===== config.mk =====
export PLATFORM = sky130hd
export DESIGN_NAME = idset_ctrl
export DESIGN_NICKNAME = d
export VERILOG_FILES = /design/src/design/idset_pkg.sv /design/src/design/idset_ctrl.sv
export VERILOG_INCLUDE_DIRS = /design/src /design/src/design
export SDC_FILE = /design/constraint.sdc
export NUM_CORES = 1
export LEC_CHECK = 0
export BUFFER_PORTS_ARGS = -buffer_cell sky130_fd_sc_hd__buf_2
export CAP_MARGIN = 0
export CORE_AREA = 2 2 39 41
export CTS_BUF_LIST = sky130_fd_sc_hd__clkbuf_8 sky130_fd_sc_hd__clkbuf_16
export DETAILED_ROUTE_END_ITERATION = 6
export DIE_AREA = 0 0 41 43
export GPL_ROUTABILITY_DRIVEN = 0
export PLACE_DENSITY = 0.4
export SLEW_MARGIN = 10
export SYNTH_ARGS = -nofsm -noshare
export SYNTH_HDL_FRONTEND = slang
export SYNTH_SLANG_ARGS = --single-unit

===== constraint.sdc =====
create_clock -name clock -period 1.5 [get_ports clock]
set_input_delay 0.45 -clock clock [delete_from_list [all_inputs] [get_ports clock]]
set_output_delay 0.45 -clock clock [all_outputs]
set_load 0.01 [all_outputs]

===== src/design/bounded_id_set_table_assert.svh =====
// ---------------------------------------------------------------------------
// bounded_id_set_table_assert.svh
// Assertion macros shared by the id set table modules.
// ---------------------------------------------------------------------------
`ifndef BOUNDED_ID_SET_TABLE_ASSERT_SVH
`define BOUNDED_ID_SET_TABLE_ASSERT_SVH

// Check that a condition holds at every rising clock edge outside reset.
`define IDSET_ASSERT_ALWAYS(label, clk, rst, cond) \
   label: assert property (@(posedge clk) disable iff (rst) (cond)) \
      else $error("id set table: invariant violated");

// Check that a trigger is followed in the next cycle by a consequence.
`define IDSET_ASSERT_NEXT(label, clk, rst, trig, cons) \
   label: assert property (@(posedge clk) disable iff (rst) (trig) |=> (cons)) \
      else $error("id set table: sequence violated");

// Check that a trigger implies a condition in the same cycle.
`define IDSET_ASSERT_IMPLY(label, clk, rst, trig, cons) \
   label: assert property (@(posedge clk) disable iff (rst) (trig) |-> (cons)) \
      else $error("id set table: implication violated");

`endif


===== src/design/idset_pkg.sv =====
// ---------------------------------------------------------------------------
// idset_pkg
// Field widths, operation and status codes, and the command and status
// groups exchanged between the id set controller and its datapath.
// ---------------------------------------------------------------------------
package idset_pkg;

   localparam int ID_W     = 32;
   localparam int MODE_W   = 2;
   localparam int STATUS_W = 2;
   localparam int FILL_W   = 9;

   // Operation codes; the unused code behaves as a lookup
   localparam logic [MODE_W-1:0] MODE_LOOKUP = 2'd0;
   localparam logic [MODE_W-1:0] MODE_INSERT = 2'd1;
   localparam logic [MODE_W-1:0] MODE_REMOVE = 2'd2;

   // Result status codes
   localparam logic [STATUS_W-1:0] STAT_DONE   = 2'd0;
   localparam logic [STATUS_W-1:0] STAT_DUP    = 2'd1;
   localparam logic [STATUS_W-1:0] STAT_FULL   = 2'd2;
   localparam logic [STATUS_W-1:0] STAT_ABSENT = 2'd3;

   // Commands from controller to datapath
   typedef struct packed {
      logic load;    // latch the request word, restart the scan
      logic scan;    // issue one read and compare one entry
      logic shift;   // move one entry down by one slot
      logic finish;  // commit the table update and load the response
   } cmd_type;

   // Status from datapath to controller
   typedef struct packed {
      logic scan_done;
      logic scan_hit;
      logic shift_done;
      logic is_remove;
      logic out_free;
   } stat_type;

endpackage


===== src/design/idset_ctrl.sv =====
// ---------------------------------------------------------------------------
// idset_ctrl
// Sequencer for the id set table: takes a request word, walks the scan,
// the optional compaction shift and the commit step.
// ---------------------------------------------------------------------------
`include "bounded_id_set_table_assert.svh"

module idset_ctrl
   import idset_pkg::*;
(
   input  logic     clock,
   input  logic     reset,
   input  logic     req_valid,
   output logic     req_ready,
   input  stat_type stat,
   output cmd_type  cmd
);

   localparam logic [1:0] ST_IDLE   = 2'd0;
   localparam logic [1:0] ST_SCAN   = 2'd1;
   localparam logic [1:0] ST_SHIFT  = 2'd2;
   localparam logic [1:0] ST_FINISH = 2'd3;

   logic [1:0] state_ff;
   logic [1:0] state_in;

   assign req_ready = (state_ff == ST_IDLE);

   // Decode commands and next state
   always_comb begin
      state_in   = state_ff;
      cmd        = '0;
      unique case (state_ff)
         ST_IDLE: begin
            if (req_valid) begin
               cmd.load = 1'b1;
               state_in = ST_SCAN;
            end
         end
         ST_SCAN: begin
            cmd.scan = 1'b1;
            if (stat.scan_done) begin
               if (stat.scan_hit && stat.is_remove) begin
                  state_in = ST_SHIFT;
               end else begin
                  state_in = ST_FINISH;
               end
            end
         end
         ST_SHIFT: begin
            cmd.shift = 1'b1;
            if (stat.shift_done) begin
               state_in = ST_FINISH;
            end
         end
         ST_FINISH: begin
            // hold until the response register can take the word
            if (stat.out_free) begin
               cmd.finish = 1'b1;
               state_in   = ST_IDLE;
            end
         end
         default: begin
            state_in = ST_IDLE;
         end
      endcase
   end

   always_ff @(posedge clock) begin
      if (reset) begin
         state_ff <= ST_IDLE;
      end else begin
         state_ff <= state_in;
      end
   end

   `IDSET_ASSERT_NEXT(a_accept_scans, clock, reset, req_valid && req_ready, state_ff == ST_SCAN)
   `IDSET_ASSERT_IMPLY(a_finish_free, clock, reset, cmd.finish, stat.out_free)
   `IDSET_ASSERT_NEXT(a_shift_only_remove, clock, reset,
      state_ff == ST_SCAN && state_in == ST_SHIFT, stat.is_remove)

endmodule


==> metrics.cfg, run 1 <==
[final_layout]
fin_cells=60
finalNetCount=58
regArea_um2=45.0
largest_reg_flops=2
fillers=163
synthToLayoutAreaGrowth_pct=108
drive_gt1_frac=0.727
regMostFlops=state_ff
multi_input_area_um2=160
top_regs=state_ff (2)
final_util=0.294
stdcell_area_um2=407
antenna_cells=0

[placed_design]
port_buffers=12
placed_area_um2=290
dp_hpwl_um=404
post-place-cells=52

[yosys]
syn_avg_cell_area_um2=8.87
synth_fp_nets=34
synth_compound_area_frac=0.167
synth_common_cells=ha_1, inv_1, a21oi_1, dfxtp_1, nand2b_2
synth_edf_count=0
yosys.area.top_type=ha_1
synth.area.top_cells=ha_1, dfxtp_1, nand2b_2, o2111ai_2, inv_1
synth_simple_gate_area_frac=0.263
ys_types=14
synth_top_cell_area_share=0.256
synth_top_family_by_area=simple AND/OR/NAND/NOR gates
synth_seq_cells=2
yosysWarnings=0
synth.most_common_cell=ha_1
syn_inst=22
synth-xor-area-share=0
synth_mux_area_frac=0.0513
ys.flop_type=dfxtp_1
synth_seq_area_share=0.205
synthArstFlopShare=0
netlist_area_um2=195
synthAdderAreaFrac=0.256

[clock_tree]
cts_made_buffers=3
cts_tree=built
clock_latency_ns=0.21
cts_root_buf=clkbuf_8
cts_buffer_depth=2
htreeDepth=1
numClockSinks=2
ctsHoldBuffers=0
path_clk_slew_ns=0.03

[sta]
fin_setup_tns_ns=0
worst-slew-pin-transition_ns=0.201
drv_slew=0
relSlewSlack=0.865
setup-violations-final=0
clock_skew_ns=0.00127
min_period_ns=1.47
post-route-period-util=0.977
max_freq_mhz=682
hold_viol=0
timing.hold.ws_ns=0.423
rsz0062_at_grt=false

[critical_path]
arrival_ns=1.02
ff2ff_setup_slack_ns=0.10
crit_type=reg -> out
crit_fanout=4
crit_path_end_kind=primary output
worstPathRequired_ns=1.05
cp-start-kind=flip-flop
reg2reg_depth=7
r2r-start=state_ff[1]
timing.rr.end=state_ff[0]

[global_routing]
grt_pass1_vias=231
grt_pass1_wl_um=862
antenna_found_initial=0
grt_max_degree=5
gr-usage-all-layers=0.0762
grt-ovfl-total=0

[floorplan]
rows=14
core_area_mm2=0.00138
die_h_um=43
io_pins=13
initial_core_util=0.141
die-area_mm2=0.00176
die_w_um=41

[power]
peakVddDrop_v=0.000653
cellPowerDensity_mw_per_mm2=2090
p_leak_uw=0.000199

[detailed_routing]
drt-vias-per-instance=3.77
drt-initial-drc-count=1
ant_nets=0
drc=0
firstDrtPassIters=4
wl_per_cell_um=9.12
wl_um=547
num_vias=226

[outcome]
status=completed

[worst_hold_path]
holdPathStages=2
min_to=state_ff[1]
hold_path_class=in -> reg
hold_path_startpoint=reset

[flow_run]
cap_violations=0

cell families (layout without fill, tap and decap cells):
group	count (synthesis)	count (layout)
flops	2	2
compound gates	4	4
mux	1	1
buf+inv	3	25
fa+ha+maj	4	4
simple gates	8	8
how the worst max path moves through the flow:
stage / endpoint / depth (start not counted) / start
2_1_floorplan: state_ff[0] / 6 / state_ff[0]
3_3_place_gp: cmd[3] / 4 / state_ff[0]
3_5_place_dp: cmd[3] / 4 / state_ff[0]
4_1_cts: req_ready / 4 / state_ff[1]
5_1_grt: state_ff[0] / 7 / state_ff[1]
6_report: req_ready / 4 / state_ff[1]
through the flow:
step                power [uW]  setup WS (ns)
finish                     851         0.0344
global route               927       0.000335
CTS                        820         0.0202
detailed placement         460         0.0549
global placement           459         0.0585
floorplan                  321          0.104
layout make-up:
cell class | instances | share of cell area
Clock buffer | 3 | 0.102
Inverter | 3 | 0.0277
Multi-Input combinational cell | 17 | 0.394
Sequential cell | 2 | 0.111
Tap cell | 16 | 0.0492
Timing Repair Buffer | 19 | 0.317
layer usage:
layer | up-vias | global-route usage | wire length, um
met4 | 0 | 0.0600 | 0
li1 | 119 | - | -
met5 | - | 0 | 0
met2 | 11 | 0.109 | 274
met1 | 96 | 0.0831 | 219
met3 | 0 | 0.0314 | 52
critical path: stages, from the launching register on:
cell     delay [ns]
dfxtp_4        0.35
inv_2          0.06
ha_4           0.16
buf_4          0.13
buf_6          0.11
report_power, final:
part / leakage [uW] / total [uW] / switching (uW) / internal (uW)
Combinational: 0.000160 / 529 / 213 / 316
Clock: 0.0000216 / 205 / 36.3 / 169
Sequential: 0.0000175 / 117 / 28.9 / 87.9
timing repair:
| item | CTS | global route |
|---|---|---|
| buffers inserted | 5 | 0 |
| gates resized for setup | 8 | 4 |
| pin swaps | 1 | 2 |
| setup endpoints to repair | 3 | 2 |
layout by cell type (no fill, tap or decap):
cell type / n
dfxtp_2: 1
clkbuf_8: 3
buf_4: 6
a21oi_1: 2
dfxtp_4: 1
ha_4: 1
buf_2: 10
nand2_1: 1
nand2b_2: 2
or3_1: 1
o31ai_1: 1
o2111ai_2: 1
nand2b_1: 1
inv_2: 2
nor2_1: 1
inv_1: 1
mux2i_1: 1
ha_2: 1
ha_1: 2
and2_1: 1
and2_4: 1
buf_6: 3
No activity file was read; power rests on OpenSTA's default activity.
==> run 2: changes to the inputs <==
- BUFFER_PORTS_ARGS: -buffer_cell sky130_fd_sc_hd__buf_2 -> unset
- DONT_BUFFER_PORTS: unset -> 1
- PLACE_DENSITY: 0.4 -> 0.31
==> run 2 against run 1 <==
Compared with the run above:
- worst setup slack better by 0.041 ns
- non-clock buffer count down 15
- highest routed layer unchanged
- total power shrank 18%
- largest cell class unchanged
- largest power group unchanged
==> metrics.cfg, run 2 (synthesis gave the netlist of run 1 again) <==
[detailed_routing]
drt-vias-per-instance=4.04  ; +7.4%
wl_um=454  ; -17%
ant_nets=0  ; unchanged
drt-initial-drc-count=1  ; unchanged
firstDrtPassIters=2  ; -2
wl_per_cell_um=10.1  ; +11%
num_vias=182  ; -19%
drc=0  ; unchanged

[clock_tree]
cts_made_buffers=3  ; unchanged
clock_latency_ns=0.21  ; about the same
cts_root_buf=clkbuf_8
cts-resized-gates=3  ; -5
path_clk_slew_ns=0.03  ; about the same
numClockSinks=2  ; unchanged
cts_setup_buffers=0  ; -5
cts_buffer_depth=2  ; unchanged
htreeDepth=1  ; unchanged
ctsHoldBuffers=0  ; unchanged
cts_tree=built

[critical_path]
crit_buf_inv=2  ; -1
arrival_ns=0.97  ; -0.05 ns
critPathMaxStageDelay_ns=0.34  ; about the same
crit_slowest_cell=dfxtp_2
ff2ff_setup_slack_ns=0.12  ; +0.02 ns
crit_path_end_kind=primary output
timing.rr.end=state_ff[0]
worstPathRequired_ns=1.05  ; about the same
r2r-start=state_ff[0]
crit_fanout=4  ; unchanged
cp-start-kind=flip-flop
reg2reg_depth=7  ; unchanged
critPathTopFamily=flip-flops
crit_type=reg -> out
crit_path_cell_trace=inv_2, ha_1, buf_4

[worst_hold_path]
hold_path_class=in -> reg
holdPathStages=1  ; -1
hold_path_startpoint=reset
min_to=state_ff[1]

[flow_run]
cap_violations=0  ; unchanged

[floorplan]
core_area_mm2=0.00138  ; unchanged
io_pins=13  ; unchanged
rows=14  ; unchanged
die_w_um=41  ; unchanged
initial_core_util=0.141  ; unchanged
die-area_mm2=0.00176  ; unchanged
die_h_um=43  ; unchanged

[final_layout]
synthToLayoutAreaGrowth_pct=57.1
final_common_cell=buf_4
largest_reg_flops=2  ; unchanged
regMostFlops=state_ff
final_util=0.222  ; -0.0723
drive_gt1_frac=0.586  ; -0.141
antenna_cells=0  ; unchanged
top_regs=state_ff (2)
final_cell_mix=buf_4, clkbuf_8
fillers=160  ; -1.8%
finalNetCount=43  ; -26%

[global_routing]
grt_pass1_vias=192  ; -17%
grt_max_degree=6  ; +1
grt-ovfl-total=0  ; unchanged
grt_pass1_wl_um=717  ; -17%
gr-usage-all-layers=0.0671  ; -0.00902
antenna_found_initial=0  ; unchanged

[sta]
hold_viol=0  ; unchanged
post-route-period-util=0.950  ; -0.0271
setup-violations-final=0  ; unchanged
relSlewSlack=0.846  ; -0.0188
worst-slew-pin-transition_ns=0.229  ; +0.0279 ns
drv_slew=0  ; unchanged
rsz0062_at_grt=false
clock_skew_ns=0.00318  ; +0.00191 ns
max_freq_mhz=702  ; +2.8%
fin_setup_tns_ns=0  ; unchanged
min_period_ns=1.42  ; -0.0406 ns

[power]
cellPowerDensity_mw_per_mm2=2280  ; +8.8%
p_leak_uw=0.000129  ; -35%
peakVddDrop_v=0.000599  ; -8.3%

[outcome]
status=completed

[placed_design]
port_buffers=0  ; -12

## run 2: cell types whose count changed in the layout (fill, tap and decap cells not counted)
cell,change
buf_4,-2
and2_4,-1
buf_2,-10
buf_6,-3
and2_2,+1
## run 2: cell type report
| type | count | area, um^2 | area share |
|---|---|---|---|
| clock buffers | 3 | 41.3 | 0.135 |
| inverters | 3 | 11.3 | 0.0367 |
| multi-input cells | 17 | 159 | 0.518 |
| flip-flops and latches | 2 | 45.0 | 0.147 |
| well taps | 16 | 20.0 | 0.0653 |
| repair buffers | 4 | 30.0 | 0.0980 |
## run 2: worst max path at each step
stage | start | to | slack, ns | cells past startpoint
after floorplan | state_ff[0] | state_ff[0] | 0.10 | 6
after global placement | state_ff[1] | state_ff[0] | 0.07 | 6
after detailed placement | state_ff[1] | state_ff[0] | 0.05 | 6
after CTS | state_ff[0] | cmd[3] | 0.005 | 3
after global routing | state_ff[0] | state_ff[0] | 0.008 | 7
final | state_ff[0] | cmd[1] | 0.08 | 3
## run 2: where the power goes
group	leakage [uW]	switching, uW	internal [uW]
registers	0.0000175	28.4	87.9
logic	0.0000895	177	196
clock network	0.0000216	38.3	169
total	0.000129	244	454
## run 2: per-stage QoR
stage / power (uW) / worst slack, ns / cell area [um^2] / hold WS (ns) / cells
after floorplan: 321 / 0.104 / 195 / 0.522 / 22
after global placement: 444 / 0.0672 / 245 / 0.526 / 42
after detailed placement: 440 / 0.0546 / 245 / 0.526 / 42
after CTS: 671 / 0.00462 / 290 / 0.296 / 45
after global routing: 779 / 0.00841 / 307 / 0.294 / 45
final: 698 / 0.0750 / 307 / 0.301 / 45
## run 2: metal layers
metal,GRT usage,up-vias,wire (um)
li1,-,89,-
met3,0.0576,0,64
met1,0.0575,84,168
met4,0.0600,0,0
met2,0.0906,9,221
met5,0,-,0
==> run 3: changes to the inputs <==
- HOLD_SLACK_MARGIN: unset -> 0.03
- SETUP_SLACK_MARGIN: unset -> 0.5
==> run 3 against run 2 <==
Compared with the run above:
- total power grew 9.3%
- sequential cell count is the same
- first-iteration DRC count shrank 100%
- sequential share of layout area shrank 0.51 points
- fmax grew 0.72%
- largest cell class unchanged
- highest routed layer unchanged
==> metrics.cfg, run 3 (synthesis gave the netlist of run 1 again) <==
[sta]
max_freq_mhz=707  ; +0.72%
post-route-period-util=0.943  ; -0.00678
drv_slew=0  ; unchanged
min_period_ns=1.41  ; -0.0102 ns
relSlewSlack=0.844  ; -0.00188
hold_viol=0  ; unchanged
worst-slew-pin-transition_ns=0.232  ; +0.00280 ns
clock_skew_ns=0.00216  ; -0.00102 ns
rsz0062_at_grt=true
setup-violations-final=0  ; unchanged
fin_setup_tns_ns=0  ; unchanged

[detailed_routing]
wl_per_cell_um=11.1  ; +10%
num_vias=167  ; -8.2%
firstDrtPassIters=1  ; -1
drt-vias-per-instance=3.98  ; -1.7%
drt-initial-drc-count=0  ; -1
wl_um=466  ; +2.6%
ant_nets=0  ; unchanged
drc=0  ; unchanged

[global_routing]
gr-usage-all-layers=0.0621  ; -0.00501
grt-ovfl-total=0  ; unchanged
grt_max_degree=6  ; unchanged
grt_pass1_vias=162  ; -16%
grt_pass1_wl_um=621  ; -13%
antenna_found_initial=0  ; unchanged

[floorplan]
die_w_um=41  ; unchanged
die-area_mm2=0.00176  ; unchanged
io_pins=13  ; unchanged
die_h_um=43  ; unchanged
rows=14  ; unchanged
initial_core_util=0.141  ; unchanged
core_area_mm2=0.00138  ; unchanged

[clock_tree]
path_clk_slew_ns=0.03  ; about the same
cts_buffer_depth=2  ; unchanged
ctsHoldBuffers=0  ; unchanged
cts_root_buf=clkbuf_8
htreeDepth=1  ; unchanged
numClockSinks=2  ; unchanged
clock_latency_ns=0.21  ; about the same
cts_tree=built
cts_made_buffers=3  ; unchanged

[power]
power.net_switching_uw=284  ; +16%
peakVddDrop_v=0.000875  ; +46%
p_comb_frac=0.537  ; about the same
clock_power_share=0.275  ; -0.023
p_leak_uw=0.000123  ; -4.5%
power.total_uw=763  ; +9.3%
switching_share=0.372  ; +0.0219
internal_power_uw=479  ; +5.7%
power.share.sequential=0.188  ; +0.021
cellPowerDensity_mw_per_mm2=2280  ; about the same

[critical_path]
crit_path_cell_trace=inv_4, ha_4, and2_4
crit_type=reg -> out
crit_path_end_kind=primary output
critPathMaxStageDelay_ns=0.38  ; +0.04 ns
worstPathRequired_ns=1.05  ; about the same
critPathTopFamily=flip-flops
ff2ff_setup_slack_ns=0.12  ; about the same
arrival_ns=0.96  ; about the same
crit_buf_inv=1  ; -1
cp-start-kind=flip-flop
crit_fanout=5  ; +1
crit_slowest_cell=dfxtp_4

[worst_hold_path]
hold_path_class=in -> reg

[final_layout]
finalNetCount=40  ; -7.0%
final_cell_mix=ha_4, clkbuf_8
top_regs=state_ff (2)
largest_reg_flops=2  ; unchanged
drive_gt1_frac=0.654  ; +0.0676
regMostFlops=state_ff
final_util=0.242  ; +0.0208
antenna_cells=0  ; unchanged
synthToLayoutAreaGrowth_pct=71.8

[placed_design]
dp_hpwl_um=360
port_buffers=0  ; unchanged

[outcome]
status=completed

[flow_run]
cap_violations=0  ; unchanged

==> run 3: stage by stage <==
| stage | hold slack [ns] | cell area (um^2) | worst slack (ns) | instances |
|---|---|---|---|---|
| final | 0.300 | 335 | 0.0852 | 42 |
| after global routing | 0.289 | 335 | 0.0498 | 42 |
| after CTS | 0.291 | 322 | 0.0611 | 41 |
| after detailed placement | 0.516 | 269 | 0.108 | 38 |
| after global placement | 0.516 | 269 | 0.108 | 38 |
| after floorplan | 0.513 | 249 | 0.213 | 22 |
==> run 3: layout make-up <==
type,instances,area (um^2)
Tap cell,16,20.0
Inverter,3,18.8
Multi-Input combinational cell,17,196
Clock buffer,3,41.3
Fill cell,149,1050
Timing Repair Buffer,1,11.3
Sequential cell,2,47.5
==> run 3: final timing paths <==
kind               start           to  cells past startpoint
min                reset  state_ff[1]                      1
min reg2reg  state_ff[0]  state_ff[0]                      2
max          state_ff[1]       cmd[3]                      3
max reg2reg  state_ff[1]  state_ff[0]                      6
==> run 3: layer usage <==
| layer | part of all wire | GRT usage | vias up |
|---|---|---|---|
| li1 | - | - | 83 |
| met1 | 0.37 | 0.0447 | 73 |
| met2 | 0.51 | 0.0844 | 11 |
| met3 | 0.12 | 0.0471 | 0 |
| met4 | 0 | 0.0800 | 0 |
| met5 | 0 | 0 | - |
==> run 3: power by group through the flow <==
stage	sequential, uW	combinational (uW)	clock (uW)
2_1_floorplan	134	305	0
3_3_place_gp	142	356	0
3_5_place_dp	142	352	0
4_1_cts	141	378	222
5_1_grt	151	454	231
6_report	144	410	210
==> run 3: repair_timing <==
action,4_1_cts,5_1_grt
gates resized for setup,1,3
setup buffers,0,1
setup endpoints to repair,7,7
pin swaps,2,2
==> run 3: worst register-to-register path, stage by stage, from the launching register on <==
cell       delay [ns]
dfxtp_4          0.38
inv_4            0.05
ha_4             0.17
nand2b_2         0.09
o2111ai_4        0.14
or3_1            0.36
o31ai_1          0.08
